==> config.mk <==
export PLATFORM = sky130hd
export DESIGN_NAME = format_string_token_parser
export DESIGN_NICKNAME = d
export VERILOG_FILES = /design/src/sv/fstp_pkg.sv /design/src/sv/format_string_token_parser.sv
export SDC_FILE = /design/constraint.sdc
export NUM_CORES = 1
export LEC_CHECK = 0
export BUFFER_PORTS_ARGS = -buffer_cell sky130_fd_sc_hd__buf_2
export CORE_MARGIN = 2
export CORE_UTILIZATION = 40
export CTS_CLUSTER_DIAMETER = 100
export DETAILED_ROUTE_END_ITERATION = 16
export GPL_ROUTABILITY_DRIVEN = 0
export PLACE_DENSITY = 0.6
export SLEW_MARGIN = 10
export SYNTH_ARGS = -nofsm -noshare
export SYNTH_HDL_FRONTEND = slang
export SYNTH_SLANG_ARGS = --single-unit
==> constraint.sdc <==
create_clock -name clk -period 4.2 [get_ports clk]
set_clock_uncertainty 0.15 [all_clocks]
set_input_delay 0 -clock clk [delete_from_list [all_inputs] [get_ports clk]]
set_output_delay 0 -clock clk [all_outputs]
set_load 0.02 [all_outputs]
==> src/sv/fstp_pkg.sv <==
// Shared types and constants for the format string token parser.
`timescale 1ns / 1ps

package fstp_pkg;

    localparam int ARG_NUMBER_BITS_DEF = 16;
    localparam int CHAR_BITS           = 21;
    localparam int MAX_RESULTS         = 3;
    localparam int QUEUE_DEPTH         = 4;

    localparam logic [CHAR_BITS-1:0] CHAR_PERCENT = CHAR_BITS'(8'h25);
    localparam logic [CHAR_BITS-1:0] CHAR_DOLLAR  = CHAR_BITS'(8'h24);
    localparam logic [CHAR_BITS-1:0] CHAR_ZERO    = CHAR_BITS'(8'h30);
    localparam logic [CHAR_BITS-1:0] CHAR_NINE    = CHAR_BITS'(8'h39);
    localparam logic [CHAR_BITS-1:0] CHAR_LOWER_D = CHAR_BITS'(8'h64);
    localparam logic [CHAR_BITS-1:0] CHAR_LOWER_I = CHAR_BITS'(8'h69);
    localparam logic [CHAR_BITS-1:0] CHAR_LOWER_S = CHAR_BITS'(8'h73);
    localparam logic [CHAR_BITS-1:0] CHAR_LOWER_F = CHAR_BITS'(8'h66);
    localparam logic [CHAR_BITS-1:0] CHAR_LOWER_E = CHAR_BITS'(8'h65);

    typedef enum logic [2:0] {
        TK_LITERAL  = 3'd0,
        TK_RUN_END  = 3'd1,
        TK_ARGUMENT = 3'd2,
        TK_ERROR    = 3'd3,
        TK_MSG_END  = 3'd4
    } token_kind_t;

    typedef enum logic [1:0] {
        AT_INT    = 2'd0,
        AT_STRING = 2'd1,
        AT_FLOAT  = 2'd2,
        AT_DOUBLE = 2'd3
    } arg_type_t;

    typedef enum logic [1:0] {
        ERR_UNFINISHED      = 2'd0,
        ERR_MIXED_NUMBERING = 2'd1,
        ERR_ARG_ZERO        = 2'd2,
        ERR_UNSUPPORTED     = 2'd3
    } err_code_t;

    typedef enum logic [2:0] {
        PM_TEXT    = 3'd0,
        PM_PERCENT = 3'd1,
        PM_DIGITS  = 3'd2,
        PM_DOLLAR  = 3'd3,
        PM_SKIP    = 3'd4
    } parse_mode_t;

endpackage

==> src/sv/format_string_token_parser.sv <==
// Top level of the format string token parser: character in, token stream out.
//
//  channel | handshake                    | payload
//  --------+------------------------------+-------------------------------------------
//  in      | in_valid / in_stall          | char_code, end_of_message
//  out     | out_valid / out_stall        | token_kind, literal_char, arg_type,
//          |                              | arg_number, error_code, last_of_run
//
// Each character is parsed in the cycle it is accepted; its zero to three tokens land in a
// four-entry token queue and appear on the output from the next cycle, one per cycle while
// out_stall is low. One character per cycle is sustained while characters make at most one
// token each and the output is not stalled; the input stalls whenever the queue holds more
// than one token. rst_n clears the parser state and empties the queue.
`timescale 1ns / 1ps

module format_string_token_parser
    import fstp_pkg::*;
#(
    parameter int ARG_NUMBER_BITS = ARG_NUMBER_BITS_DEF
)
(
    input  logic                       clk,
    input  logic                       rst_n,
    input  logic                       in_valid,
    output logic                       in_stall,
    input  logic [CHAR_BITS-1:0]       char_code,
    input  logic                       end_of_message,
    output logic                       out_valid,
    input  logic                       out_stall,
    output logic [2:0]                 token_kind,
    output logic [CHAR_BITS-1:0]       literal_char,
    output logic [1:0]                 arg_type,
    output logic [ARG_NUMBER_BITS-1:0] arg_number,
    output logic [1:0]                 error_code,
    output logic                       last_of_run
);

    localparam int PTR_BITS  = $clog2(QUEUE_DEPTH);
    localparam int CNT_BITS  = $clog2(QUEUE_DEPTH + 1);
    localparam int WIDE_BITS = ARG_NUMBER_BITS + 4;

    typedef struct packed {
        token_kind_t                kind;
        logic [CHAR_BITS-1:0]       lit;
        arg_type_t                  atype;
        logic [ARG_NUMBER_BITS-1:0] num;
        err_code_t                  err;
        logic                       last;
    } token_t;

    // Parser state.
    parse_mode_t                parse_mode_reg, parse_mode_next;
    logic                       text_pending_reg, text_pending_next;
    logic [ARG_NUMBER_BITS-1:0] digit_value_reg, digit_value_next;
    logic                       digits_seen_reg, digits_seen_next;
    logic                       numbering_used_reg, numbering_used_next;
    logic [ARG_NUMBER_BITS-1:0] next_arg_reg, next_arg_next;

    // Token queue.
    token_t                     queue_reg [QUEUE_DEPTH];
    token_t                     queue_next [QUEUE_DEPTH];
    logic [PTR_BITS-1:0]        wr_ptr_reg, wr_ptr_next;
    logic [PTR_BITS-1:0]        rd_ptr_reg, rd_ptr_next;
    logic [CNT_BITS-1:0]        count_reg, count_next;

    logic                       accept;
    logic                       pop;
    logic                       is_digit;
    logic                       is_percent;
    logic                       is_dollar;
    logic                       type_ok;
    arg_type_t                  type_sel;
    logic [WIDE_BITS-1:0]       digit_wide;
    logic [ARG_NUMBER_BITS-1:0] digit_sat;
    logic [ARG_NUMBER_BITS-1:0] next_arg_inc;

    logic                       pre_run_end;
    logic                       main_valid;
    token_t                     main_tok;
    logic                       tail_run_end;
    logic                       tail_msg_end;
    logic                       do_number;
    logic                       do_convert;
    logic                       conv_fail_mixed;
    logic [ARG_NUMBER_BITS-1:0] conv_num;

    token_t                     res [MAX_RESULTS];
    logic [1:0]                 res_cnt;
    logic [1:0]                 push_cnt;
    token_t                     head;

    assign in_stall = count_reg > CNT_BITS'(QUEUE_DEPTH - MAX_RESULTS);
    assign accept   = in_valid && !in_stall;
    assign pop      = out_valid && !out_stall;

    assign is_percent = char_code == CHAR_PERCENT;
    assign is_dollar  = char_code == CHAR_DOLLAR;
    assign is_digit   = (char_code >= CHAR_ZERO) && (char_code <= CHAR_NINE);

    always_comb
    begin
        type_ok  = 1'b1;
        type_sel = AT_INT;
        case (char_code)
            CHAR_LOWER_D, CHAR_LOWER_I: type_sel = AT_INT;
            CHAR_LOWER_S:               type_sel = AT_STRING;
            CHAR_LOWER_F:               type_sel = AT_FLOAT;
            CHAR_LOWER_E:               type_sel = AT_DOUBLE;
            default:                    type_ok  = 1'b0;
        endcase
    end

    // value * 10 + digit; the four extra bits always hold the product, so any of them
    // set means the number has passed the maximum.
    assign digit_wide = (WIDE_BITS'(digit_value_reg) << 3)
                      + (WIDE_BITS'(digit_value_reg) << 1)
                      + WIDE_BITS'(char_code[3:0]);
    assign digit_sat  = (|digit_wide[WIDE_BITS-1 -: 4]) ? '1
                                                         : digit_wide[ARG_NUMBER_BITS-1:0];
    assign next_arg_inc = (next_arg_reg != '1) ? next_arg_reg + ARG_NUMBER_BITS'(1)
                                               : next_arg_reg;

    // Next state and the tokens of the current character.
    always_comb
    begin
        parse_mode_next     = parse_mode_reg;
        text_pending_next   = text_pending_reg;
        digit_value_next    = digit_value_reg;
        digits_seen_next    = digits_seen_reg;
        numbering_used_next = numbering_used_reg;
        next_arg_next       = next_arg_reg;
        pre_run_end         = 1'b0;
        main_valid          = 1'b0;
        main_tok            = '0;
        tail_run_end        = 1'b0;
        tail_msg_end        = 1'b0;
        do_number           = 1'b0;
        do_convert          = 1'b0;
        conv_fail_mixed     = 1'b0;
        conv_num            = '0;

        case (parse_mode_reg)
            PM_TEXT:
            begin
                if (is_percent && !end_of_message)
                begin
                    parse_mode_next = PM_PERCENT;
                end
                else
                begin
                    main_valid        = 1'b1;
                    main_tok.kind     = TK_LITERAL;
                    main_tok.lit      = char_code;
                    text_pending_next = 1'b1;
                end
            end
            PM_PERCENT:
            begin
                if (is_percent)
                begin
                    main_valid        = 1'b1;
                    main_tok.kind     = TK_LITERAL;
                    main_tok.lit      = char_code;
                    text_pending_next = 1'b1;
                    parse_mode_next   = PM_TEXT;
                end
                else
                begin
                    pre_run_end       = text_pending_reg;
                    text_pending_next = 1'b0;
                    do_number         = 1'b1;
                end
            end
            PM_DIGITS: do_number  = 1'b1;
            PM_DOLLAR: do_convert = 1'b1;
            default:   ;
        endcase

        if (do_number)
        begin
            if (is_digit)
            begin
                digit_value_next = digit_sat;
                digits_seen_next = 1'b1;
                parse_mode_next  = PM_DIGITS;
            end
            else if (is_dollar)
            begin
                parse_mode_next = PM_DOLLAR;
            end
            else
            begin
                do_convert = 1'b1;
            end
            if ((is_digit || is_dollar) && end_of_message)
            begin
                main_valid      = 1'b1;
                main_tok.kind   = TK_ERROR;
                main_tok.err    = ERR_UNFINISHED;
                parse_mode_next = PM_SKIP;
            end
        end

        if (do_convert)
        begin
            if (digits_seen_reg)
            begin
                conv_num            = digit_value_reg;
                numbering_used_next = 1'b1;
            end
            else if (numbering_used_reg)
            begin
                conv_fail_mixed = 1'b1;
            end
            else
            begin
                conv_num      = next_arg_reg;
                next_arg_next = next_arg_inc;
            end

            main_valid = 1'b1;
            if (conv_fail_mixed)
            begin
                main_tok.kind   = TK_ERROR;
                main_tok.err    = ERR_MIXED_NUMBERING;
                parse_mode_next = PM_SKIP;
            end
            else if (conv_num == '0)
            begin
                main_tok.kind   = TK_ERROR;
                main_tok.err    = ERR_ARG_ZERO;
                parse_mode_next = PM_SKIP;
            end
            else if (!type_ok)
            begin
                main_tok.kind   = TK_ERROR;
                main_tok.err    = ERR_UNSUPPORTED;
                parse_mode_next = PM_SKIP;
            end
            else
            begin
                main_tok.kind    = TK_ARGUMENT;
                main_tok.atype   = type_sel;
                main_tok.num     = conv_num;
                parse_mode_next  = PM_TEXT;
                digit_value_next = '0;
                digits_seen_next = 1'b0;
            end
        end

        // The message ends here: close it unless an error already did, then start over.
        if (end_of_message)
        begin
            if (parse_mode_next != PM_SKIP)
            begin
                tail_run_end = text_pending_next;
                tail_msg_end = 1'b1;
            end
            parse_mode_next     = PM_TEXT;
            text_pending_next   = 1'b0;
            digit_value_next    = '0;
            digits_seen_next    = 1'b0;
            numbering_used_next = 1'b0;
            next_arg_next       = ARG_NUMBER_BITS'(1);
        end
    end

    // Pack the tokens of this character in order and mark the final one.
    always_comb
    begin
        for (int k = 0; k < MAX_RESULTS; k++)
        begin
            res[k] = '0;
        end
        res_cnt = 2'd0;
        if (pre_run_end)
        begin
            res[res_cnt].kind = TK_RUN_END;
            res_cnt           = res_cnt + 2'd1;
        end
        if (main_valid)
        begin
            res[res_cnt] = main_tok;
            res_cnt      = res_cnt + 2'd1;
        end
        if (tail_run_end)
        begin
            res[res_cnt].kind = TK_RUN_END;
            res_cnt           = res_cnt + 2'd1;
        end
        if (tail_msg_end)
        begin
            res[res_cnt].kind = TK_MSG_END;
            res_cnt           = res_cnt + 2'd1;
        end
        case (res_cnt)
            2'd1:    res[0].last = 1'b1;
            2'd2:    res[1].last = 1'b1;
            2'd3:    res[2].last = 1'b1;
            default: ;
        endcase
    end

    assign push_cnt = accept ? res_cnt : 2'd0;

    always_comb
    begin
        queue_next = queue_reg;
        for (int k = 0; k < MAX_RESULTS; k++)
        begin
            if (2'(k) < push_cnt)
            begin
                queue_next[wr_ptr_reg + PTR_BITS'(k)] = res[k];
            end
        end
        wr_ptr_next = wr_ptr_reg + PTR_BITS'(push_cnt);
        rd_ptr_next = rd_ptr_reg + PTR_BITS'(pop);
        count_next  = count_reg + CNT_BITS'(push_cnt) - CNT_BITS'(pop);
    end

    always_ff @(posedge clk or negedge rst_n)
    begin
        if (!rst_n)
        begin
            parse_mode_reg     <= PM_TEXT;
            text_pending_reg   <= 1'b0;
            digit_value_reg    <= '0;
            digits_seen_reg    <= 1'b0;
            numbering_used_reg <= 1'b0;
            next_arg_reg       <= ARG_NUMBER_BITS'(1);
        end
        else if (accept)
        begin
            parse_mode_reg     <= parse_mode_next;
            text_pending_reg   <= text_pending_next;
            digit_value_reg    <= digit_value_next;
            digits_seen_reg    <= digits_seen_next;
            numbering_used_reg <= numbering_used_next;
            next_arg_reg       <= next_arg_next;
        end
    end

    always_ff @(posedge clk or negedge rst_n)
    begin
        if (!rst_n)
        begin
            wr_ptr_reg <= '0;
            rd_ptr_reg <= '0;
            count_reg  <= '0;
        end
        else
        begin
            wr_ptr_reg <= wr_ptr_next;
            rd_ptr_reg <= rd_ptr_next;
            count_reg  <= count_next;
        end
    end

    always_ff @(posedge clk)
    begin
        queue_reg <= queue_next;
    end

    assign head         = queue_reg[rd_ptr_reg];
    assign out_valid    = count_reg != '0;
    assign token_kind   = head.kind;
    assign literal_char = head.lit;
    assign arg_type     = head.atype;
    assign arg_number   = head.num;
    assign error_code   = head.err;
    assign last_of_run  = head.last;

endmodule

==> results of run 1 <==
[cell usage after synthesis (25+ instances only)]
| library cell | count |
|---|---|
| a211oi_1 | 31 |
| a21oi_1 | 112 |
| buf_2 | 25 |
| clkbuf_1 | 54 |
| dfrtp_1 | 44 |
| dfxtp_1 | 180 |
| ha_1 | 42 |
| inv_1 | 26 |
| mux2i_1 | 91 |
| mux4_2 | 45 |
| nand2_1 | 216 |
| nor2_1 | 139 |
| o21ai_0 | 44 |
| o22ai_1 | 45 |
[power by group]
group / internal (mW) / switching (mW)
clock: 1.33 / 0.915
sequential: 2.82 / 0.629
combinational: 1.43 / 1.42
total: 5.58 / 2.96
[logic make-up after synthesis]
family                   after synthesis  synth area share (%)
flip-flops                           225                  37.6
XOR/XNOR                              30                  2.09
multiplexers                         138                  15.5
AO/OA/AOI/OAI                        339                  17.3
adder cells (fa/ha/maj)               45                  4.65
AND/OR/NAND/NOR                      502                  18.0
buffers and inverters                128                  4.91
[critical path, delay by kind of cell (launching register included)]
family,cells,cell delay (ps)
AO/OA/AOI/OAI,5,1050
AND/OR/NAND/NOR,3,840
buffers and inverters,3,560
multiplexers,2,490
flip-flops,1,370
adder cells (fa/ha/maj),1,240
XOR/XNOR,1,210
[cells in the final DEF, fill, tap and decap left out, types with 14 or more instances in the layout]
cell             n
clkbuf_16       26
a22oi_1         17
xnor2_1         15
mux4_2          45
o21ai_0         41
inv_1           26
or2_2           18
mux2i_1         90
nor2_1         138
a211oi_1        31
a21oi_1        110
ha_1            39
dfxtp_1        180
dfrtp_1         42
nand2_1        212
dlygate4sd3_1   29
nand3_1         17
buf_4           78
nor3_1          17
and3_1          24
nand4_1         14
o22ai_1         45
buf_12          16
buf_2           72
a31oi_1         24
xor2_1          14
[worst paths after layout]
kind | endpoint | cells past startpoint | start
worst max-delay path | queue_reg[142] | 15 | parse_mode_reg[1]
worst min-delay path | queue_reg[115] | 2 | queue_reg[115]
worst max register to register | queue_reg[142] | 15 | parse_mode_reg[1]
worst min register to register | queue_reg[115] | 2 | queue_reg[115]
max in group asynchronous | rd_ptr_reg[0] | 4 | rst_n
min in group asynchronous | digit_value_reg[10] | 4 | rst_n
[timing repair]
| action | 4_1_cts | 5_1_grt |
|---|---|---|
| endpoints found under the hold margin | 137 | 0 |
| endpoints found under the setup margin | 0 | 173 |
| buffers inserted | 0 | 12 |
| gates resized for setup | 0 | 19 |
| hold buffers | 29 | 0 |
[area by class of cell]
| type | instances | area [sq um] | area share (%) |
|---|---|---|---|
| flip-flops and latches | 225 | 4740 | 31.1 |
| repair buffers | 197 | 1580 | 10.4 |
| inverters | 26 | 97.6 | 0.642 |
| clock inverters | 7 | 81.3 | 0.535 |
| multi-input cells | 1054 | 7460 | 49.0 |
| well taps | 396 | 495 | 3.26 |
| clock buffers | 38 | 766 | 5.03 |
[stage by stage]
stage	setup slack [ps]	std cells	util (%)
floorplan	13.1	1407	-
global placement	99.7	1857	45.0
detailed placement	20.2	1857	45.0
CTS	42.9	1931	48.7
global route	33.2	1943	49.3
finish	176	1943	49.3
[routing by layer]
layer / global-route usage (%) / routed length, microns
met5: 0 / 0
met4: 7.12 / 1160
met3: 2.61 / 1800
met2: 40.4 / 18400
met1: 31.2 / 17200
==> qor.yml, run 1 <==
finish:
  antenna_cells: 0
  nFillCells: 2958
  largest_reg_flops: 180
  finalNetCount: 1600
  syn2layout_area_growth_pct: 20.8
  final_cell_area_sq_mm: 0.0152
  drive_above_1_share_pct: 21.3
global_route:
  grt_pass1_vias: 11400
  grt_first_pass_wirelength_microns: 62500
  overflow: 0
  grt_use_total_pct: 23.5
  grt_max_degree: 47
  antenna_found_initial: 0
power:
  power.density_mw_per_mm2: 561
  power.total_mw: 8.54
  vdd_drop_max_v: 0.000358
  power_leakage_nw: 6.08
worst_setup_path:
  worstSetupPathType: "register to register"
  cp_max_fo: 15
  crit_slowest_cell: "or4b_4"
  cpMostUsedCell: "buf_4"
  critPathLaunchType: "register"
  crit_required_ps: 4500
  path_cells: "or4b_4 -> nor3_4 -> buf_4 -> a31o_2 -> a21boi_2 -> a221o_1 -> nor2_4 -> buf_4 -> xor2_2 -> ha_4 -> mux2_4 -> a21boi_4 -> buf_4 -> mux2i_1 -> a211oi_1"
  cp_data_arrival_time_ps: 4330
  r2r_slack_ps: 180
  cp-end-kind: "register"
  max_stage_delay_ps: 540
yosys:
  synth-seq-cells: 225
  synth_area_leaders: "dfxtp_1, dfrtp_1, mux4_2"
  yosys_warnings: 0
  synth-edff-count: 0
  ys_seq_area_share_pct: 37.6
  synth_ff_type: "dfxtp_1"
  async_reset_ff_share_pct: 20.0
  synth_top_cell_area_share_pct: 28.6
  netlist_instances: 1407
  avgSynthCellArea_sq_um: 8.95
  synth.distinct_cells: 79
  syn_nets: 1478
  syn-cell-area_sq_mm: 0.0126
  synth_top_area_cell: "dfxtp_1"
clock_tree:
  cts_tree: "built"
  clk_latency_ps: 540
  numClockSinks: 225
  clockBufferDepth: 3
  clk_pin_slew_ps: 60
  h-tree-depth: 1
  clock-root-buffer: "clkbuf_16"
  cts_made_buffers: 25
floorplanning:
  core-area_sq_mm: 0.0308
  die_y_microns: 181
  rows: 64
  initial_core_util_pct: 40.8
  ios: 73
  chipWidth_microns: 181
  dieArea_sq_mm: 0.0329
detailed_routing:
  wl_microns: 38500
  first_pass_iters: 5
  drc: 0
  ant_nets: 0
  num_vias: 11200
  dr.first_iter.drc_count: 820
  wire_per_inst_microns: 19.8
  avgViaCountPerCell: 5.75
sta:
  rsz0062_at_grt: "no"
  period_needed_ps: 4020
  tightest_slew_ps: 1200
  fmax_mhz: 248
  fin_tns_setup_ps: 0
  finalSetupViolCount: 0
  slew_violations: 0
  hold_viol: 0
  holdWs_ps: 299
  max-slew-margin-rel_pct: 19.9
  period_share_pct: 95.8
min_path:
  hold_path.class: "register to register"
status:
  outcome: "finished clean"
run:
  drv_cap: 0
place:
  dp_hpwl_microns: 25500
  port_buffers: 72
  dpl_cell_area_sq_mm: 0.0139
Note: power is estimated with default switching activity, not from simulation.
==> run 2, diff against run 1 <==
Settings changed: SETUP_SLACK_MARGIN set to 0.2.
==> qor.yml, run 2 (synthesis results as in run 1) <==
status:
  outcome: "finished clean"
power:
  power_leakage_nw: 6.30
  power.density_mw_per_mm2: 552
  power.total_mw: 8.73
  vdd_drop_max_v: 0.000322
clock_tree:
  cts_made_buffers: 24
  h-tree-depth: 1
  cts_tree: "built"
  clockBufferDepth: 3
  numClockSinks: 225
  clk_pin_slew_ps: 70
  clock-root-buffer: "clkbuf_16"
  clk_latency_ps: 530
finish:
  largest_reg_flops: 180
  drive_above_1_share_pct: 23.7
  finalNetCount: 1619
  layout_commonest_cell: "nand2_1"
  syn2layout_area_growth_pct: 25.7
  final_util_pct: 51.3
  antenna_cells: 0
  mostFrequentLayoutCells: "nand2_1, dfxtp_1, nor2_1"
min_path:
  hold_start: "char_code[1]"
  hold_depth: 5
  hold_path.class: "input port to register"
detailed_routing:
  drc: 0
  dr.first_iter.drc_count: 970
  first_pass_iters: 6
  wl_microns: 40400
  num_vias: 11400
  ant_nets: 0
  avgViaCountPerCell: 5.82
  wire_per_inst_microns: 20.6
worst_setup_path:
  startpoint: "parse_mode_reg[1]"
  cp-end-kind: "register"
  r2r-start: "parse_mode_reg[1]"
  path_cells: "or4b_1 -> nor3_2 -> o211ai_2 -> a21o_1 -> a221o_1 -> nor2_4 -> mux2i_1 -> inv_1 -> ha_4 -> mux2_4 -> a21boi_4 -> buf_6 -> buf_12 -> mux2i_1 -> a211oi_2"
  critPathLaunchType: "register"
  cpMostUsedCell: "mux2i_1"
  worstSetupPathType: "register to register"
  crit_required_ps: 4460
  cp_max_fo: 7
  critical_path_cell_count: 15
  crit_slowest_cell: "or4b_1"
  max_stage_delay_ps: 480
  r2r_cells: 15
  cp_data_arrival_time_ps: 4270
  worst-path-buf-inv: 3
  cp_top_family: "compound AO/OA/AOI/OAI gates"
global_route:
  grt_pass1_vias: 11000
  grt_first_pass_wirelength_microns: 61400
  grt_use_total_pct: 23.2
  antenna_found_initial: 0
  overflow: 0
  grt_max_degree: 42
sta:
  period_share_pct: 95.5
  max-slew-margin-rel_pct: 25.9
  fmax_mhz: 249
  slew_violations: 0
  finalSetupViolCount: 0
  rsz0062_at_grt: "yes"
  hold_viol: 0
  tightest_slew_ps: 1110
  period_needed_ps: 4010
run:
  drv_cap: 0
floorplanning:
  core-area_sq_mm: 0.0308
  die_y_microns: 181
  rows: 64
  dieArea_sq_mm: 0.0329
  ios: 73
  chipWidth_microns: 181
  initial_core_util_pct: 40.8
place:
  port_buffers: 72
  dp_hpwl_microns: 25100
run 2: what timing repair did:
item	in CTS	in global routing
pin swaps	7	32
buffers inserted	10	13
endpoints found under the setup margin	180	159
resized for setup	12	37
endpoints found under the hold margin	135	0
cloned	2	13
hold buffers	29	0
run 2: power by group:
part           internal (mW)  total (mW)  switching, mW
logic                   1.59        3.11           1.53
clock network           1.28        2.18          0.905
registers               2.82        3.44          0.613
run 2: metal layers:
layer | vias to the layer above | GRT usage [%] | share of wire [%]
met3 | 63 | 2.09 | 5.1
met5 | - | 0 | 0
li1 | 5394 | - | -
met4 | 0 | 6.02 | 2.6
met2 | 378 | 40.2 | 48
met1 | 5589 | 31.2 | 44
run 2: cell type report:
class                           instances  area, sq um
Fill cell                            2799        15000
Clock inverter                          8         70.1
Multi-Input combinational cell       1054         7580
Tap cell                              396          495
Sequential cell                       225         4740
Clock buffer                           36          738
Timing Repair Buffer                  217         2100
Inverter                               26         97.6
run 2: worst paths after layout:
| check | to | slack (ps) |
|---|---|---|
| setup / recovery | queue_reg[153] | 190 |
| hold / removal | parse_mode_reg[1] | 90 |
| setup reg to reg | queue_reg[153] | 190 |
| hold reg to reg | queue_reg[24] | 300 |
| max in group asynchronous | next_arg_reg[7] | 2460 |
| min in group asynchronous | digit_value_reg[11] | 450 |
run 2: through the flow:
stage | setup TNS [ps] | cells | area (sq um) | worst slack [ps] | hold slack, ps
floorplan | 0 | 1407 | 12600 | 106 | -446
global placement | 0 | 1852 | 13900 | 54.4 | -214
detailed placement | -3420 | 1852 | 13900 | -122 | -216
CTS | 0 | 1937 | 15200 | 201 | 69.5
global route | 0 | 1962 | 15800 | 60.0 | 122
finish | 0 | 1962 | 15800 | 188 | 85.8
run 2: worst reg2reg max path, stage by stage (launching register included):
cell and delay (ps):
dfrtp_1 380, or4b_1 480, nor3_2 230, o211ai_2 120
a21o_1 190, a221o_1 390, nor2_4 130, mux2i_1 250
inv_1 120, ha_4 240, mux2_4 350, a21boi_4 240
buf_6 170, buf_12 150, mux2i_1 230, a211oi_2 100
==> run 3, diff against run 2 <==
Settings changed: SETUP_SLACK_MARGIN 0.2 to 0.15.
==> qor.yml, run 3 (synthesis results as in run 1) <==
status:
  outcome: "finished clean"
sta:
  finalSetupViolCount: 0
  max-slew-margin-rel_pct: 26.3
  slew_violations: 0
  rsz0062_at_grt: "yes"
  period_share_pct: 96.1
  holdWs_ps: 200
  fmax_mhz: 248
  hold_viol: 0
  timing.final.ws_setup_ps: 163
  period_needed_ps: 4040
  fin_tns_setup_ps: 0
  tightest_slew_ps: 1110
global_route:
  overflow: 0
  grt_max_degree: 42
  grt_first_pass_wirelength_microns: 60900
  grt_use_total_pct: 23.0
  grt_pass1_vias: 11000
  antenna_found_initial: 0
worst_setup_path:
  cp-end-kind: "register"
  worst-path-buf-inv: 4
  cp_data_arrival_time_ps: 4320
  cp_top_family: "compound AO/OA/AOI/OAI gates"
  r2r_cells: 16
  crit_required_ps: 4480
  critPathLaunchType: "register"
  worstSetupPathType: "register to register"
  r2r_end: "queue_reg[92]"
  cp_max_fo: 17
  r2r_slack_ps: 160
  critical_path_cell_count: 16
  r2r-start: "digits_seen_reg"
  crit_slowest_cell: "dfrtp_2"
  cpMostUsedCell: "buf_4"
  path_cells: "buf_4 -> nor4_2 -> nand4_1 -> and3_1 -> o21ai_2 -> a221o_1 -> nor2_4 -> buf_4 -> xor2_4 -> ha_4 -> mux2_4 -> a21oi_4 -> buf_12 -> clkbuf_16 -> mux2i_1 -> a211oi_1"
  startpoint: "digits_seen_reg"
  max_stage_delay_ps: 460
  crit_path_end: "queue_reg[92]"
floorplanning:
  core-area_sq_mm: 0.0308
  ios: 73
  die_y_microns: 181
  rows: 64
  initial_core_util_pct: 40.8
  chipWidth_microns: 181
  dieArea_sq_mm: 0.0329
finish:
  multi_input_area_sq_mm: 0.00754
  nFillCells: 2817
  antenna_cells: 0
  drive_above_1_share_pct: 22.4
  layout_commonest_cell: "nand2_1"
  final_util_pct: 50.5
  register_area_sq_mm: 0.00474
  largest_reg_flops: 180
  syn2layout_area_growth_pct: 23.7
  mostFrequentLayoutCells: "nand2_1, dfxtp_1, nor2_1"
  finalNetCount: 1603
detailed_routing:
  first_pass_iters: 6
  wl_microns: 39500
  dr.first_iter.drc_count: 929
  drc: 0
  avgViaCountPerCell: 5.79
  ant_nets: 0
  num_vias: 11300
  wire_per_inst_microns: 20.3
power:
  p_int_mw: 5.65
  netSwitchingPower_mw: 3.01
  power_leakage_nw: 6.17
  comb_power_share_pct: 35.2
  pwr-share-seq_pct: 39.6
  vdd_drop_max_v: 0.000323
  power.density_mw_per_mm2: 556
  p_sw_share_pct: 34.7
  power.total_mw: 8.65
  clockPowerShare_pct: 25.2
clock_tree:
  clk_pin_slew_ps: 60
  numClockSinks: 225
  clock-root-buffer: "clkbuf_16"
  cts_made_buffers: 24
  clockBufferDepth: 3
  clk_latency_ps: 530
  h-tree-depth: 1
  cts_tree: "built"
min_path:
  hold_path.class: "input port to register"
place:
  dp_hpwl_microns: 25100
  pre_cts_slack_ps: -122
  port_buffers: 72
run:
  drv_cap: 0
[run 3: how the worst min path moves through the flow]
stage                     depth (start not counted)                end          start  slack [ps]
after floorplan                                   0       count_reg[0]          rst_n        -450
after global placement                            1    next_arg_reg[5]          rst_n        -210
after detailed placement                          1    next_arg_reg[7]          rst_n        -220
after CTS                                         7  parse_mode_reg[2]  char_code[14]         160
after global routing                              7  parse_mode_reg[2]  char_code[14]         240
final                                             7  parse_mode_reg[2]  char_code[14]         200
[run 3: power by group through the flow]
stage	Sequential, mW	Clock [mW]	Combinational, mW
2_1_floorplan	3.10	0	2.29
3_3_place_gp	3.43	0	2.77
3_5_place_dp	3.46	0	2.83
4_1_cts	3.42	2.21	2.89
5_1_grt	3.52	2.29	3.28
6_report	3.42	2.18	3.05
[run 3: through the flow]
stage / std cells / instance area [sq um]
floorplan: 1407 / 12600
global route: 1946 / 15600
global placement: 1852 / 13900
detailed placement: 1852 / 13900
finish: 1946 / 15600
CTS: 1931 / 15100
[run 3: what timing repair did]
action / in CTS / in global routing
pin swaps: 3 / 28
resized for setup: 6 / 37
endpoints found under the setup margin: 179 / 175
hold buffers: 29 / 0
endpoints found under the hold margin: 135 / 0
cloned: 1 / 8
buffers inserted: 5 / 8
[run 3: area by class of cell]
cell class | instances | area share, %
multi-input cells | 1054 | 48.4
flip-flops and latches | 225 | 30.4
repair buffers | 201 | 12.2
clock buffers | 36 | 4.74
well taps | 396 | 3.18
inverters | 26 | 0.627
clock inverters | 8 | 0.450
[run 3: metal layers]
metal	share of wire (%)	wire [microns]	track usage [%]
met1	46	18000	30.8
met2	48	18900	40.1
met3	4.0	1560	2.09
met4	2.3	920	5.66
met5	0	0	0
[run 3: worst min-delay path: stages]
cell and delay (ps):
buf_2 90, nor4_1 50, buf_4 150, nand4_1 120, a2111oi_2 70, o21ai_0 160
a32o_1 200
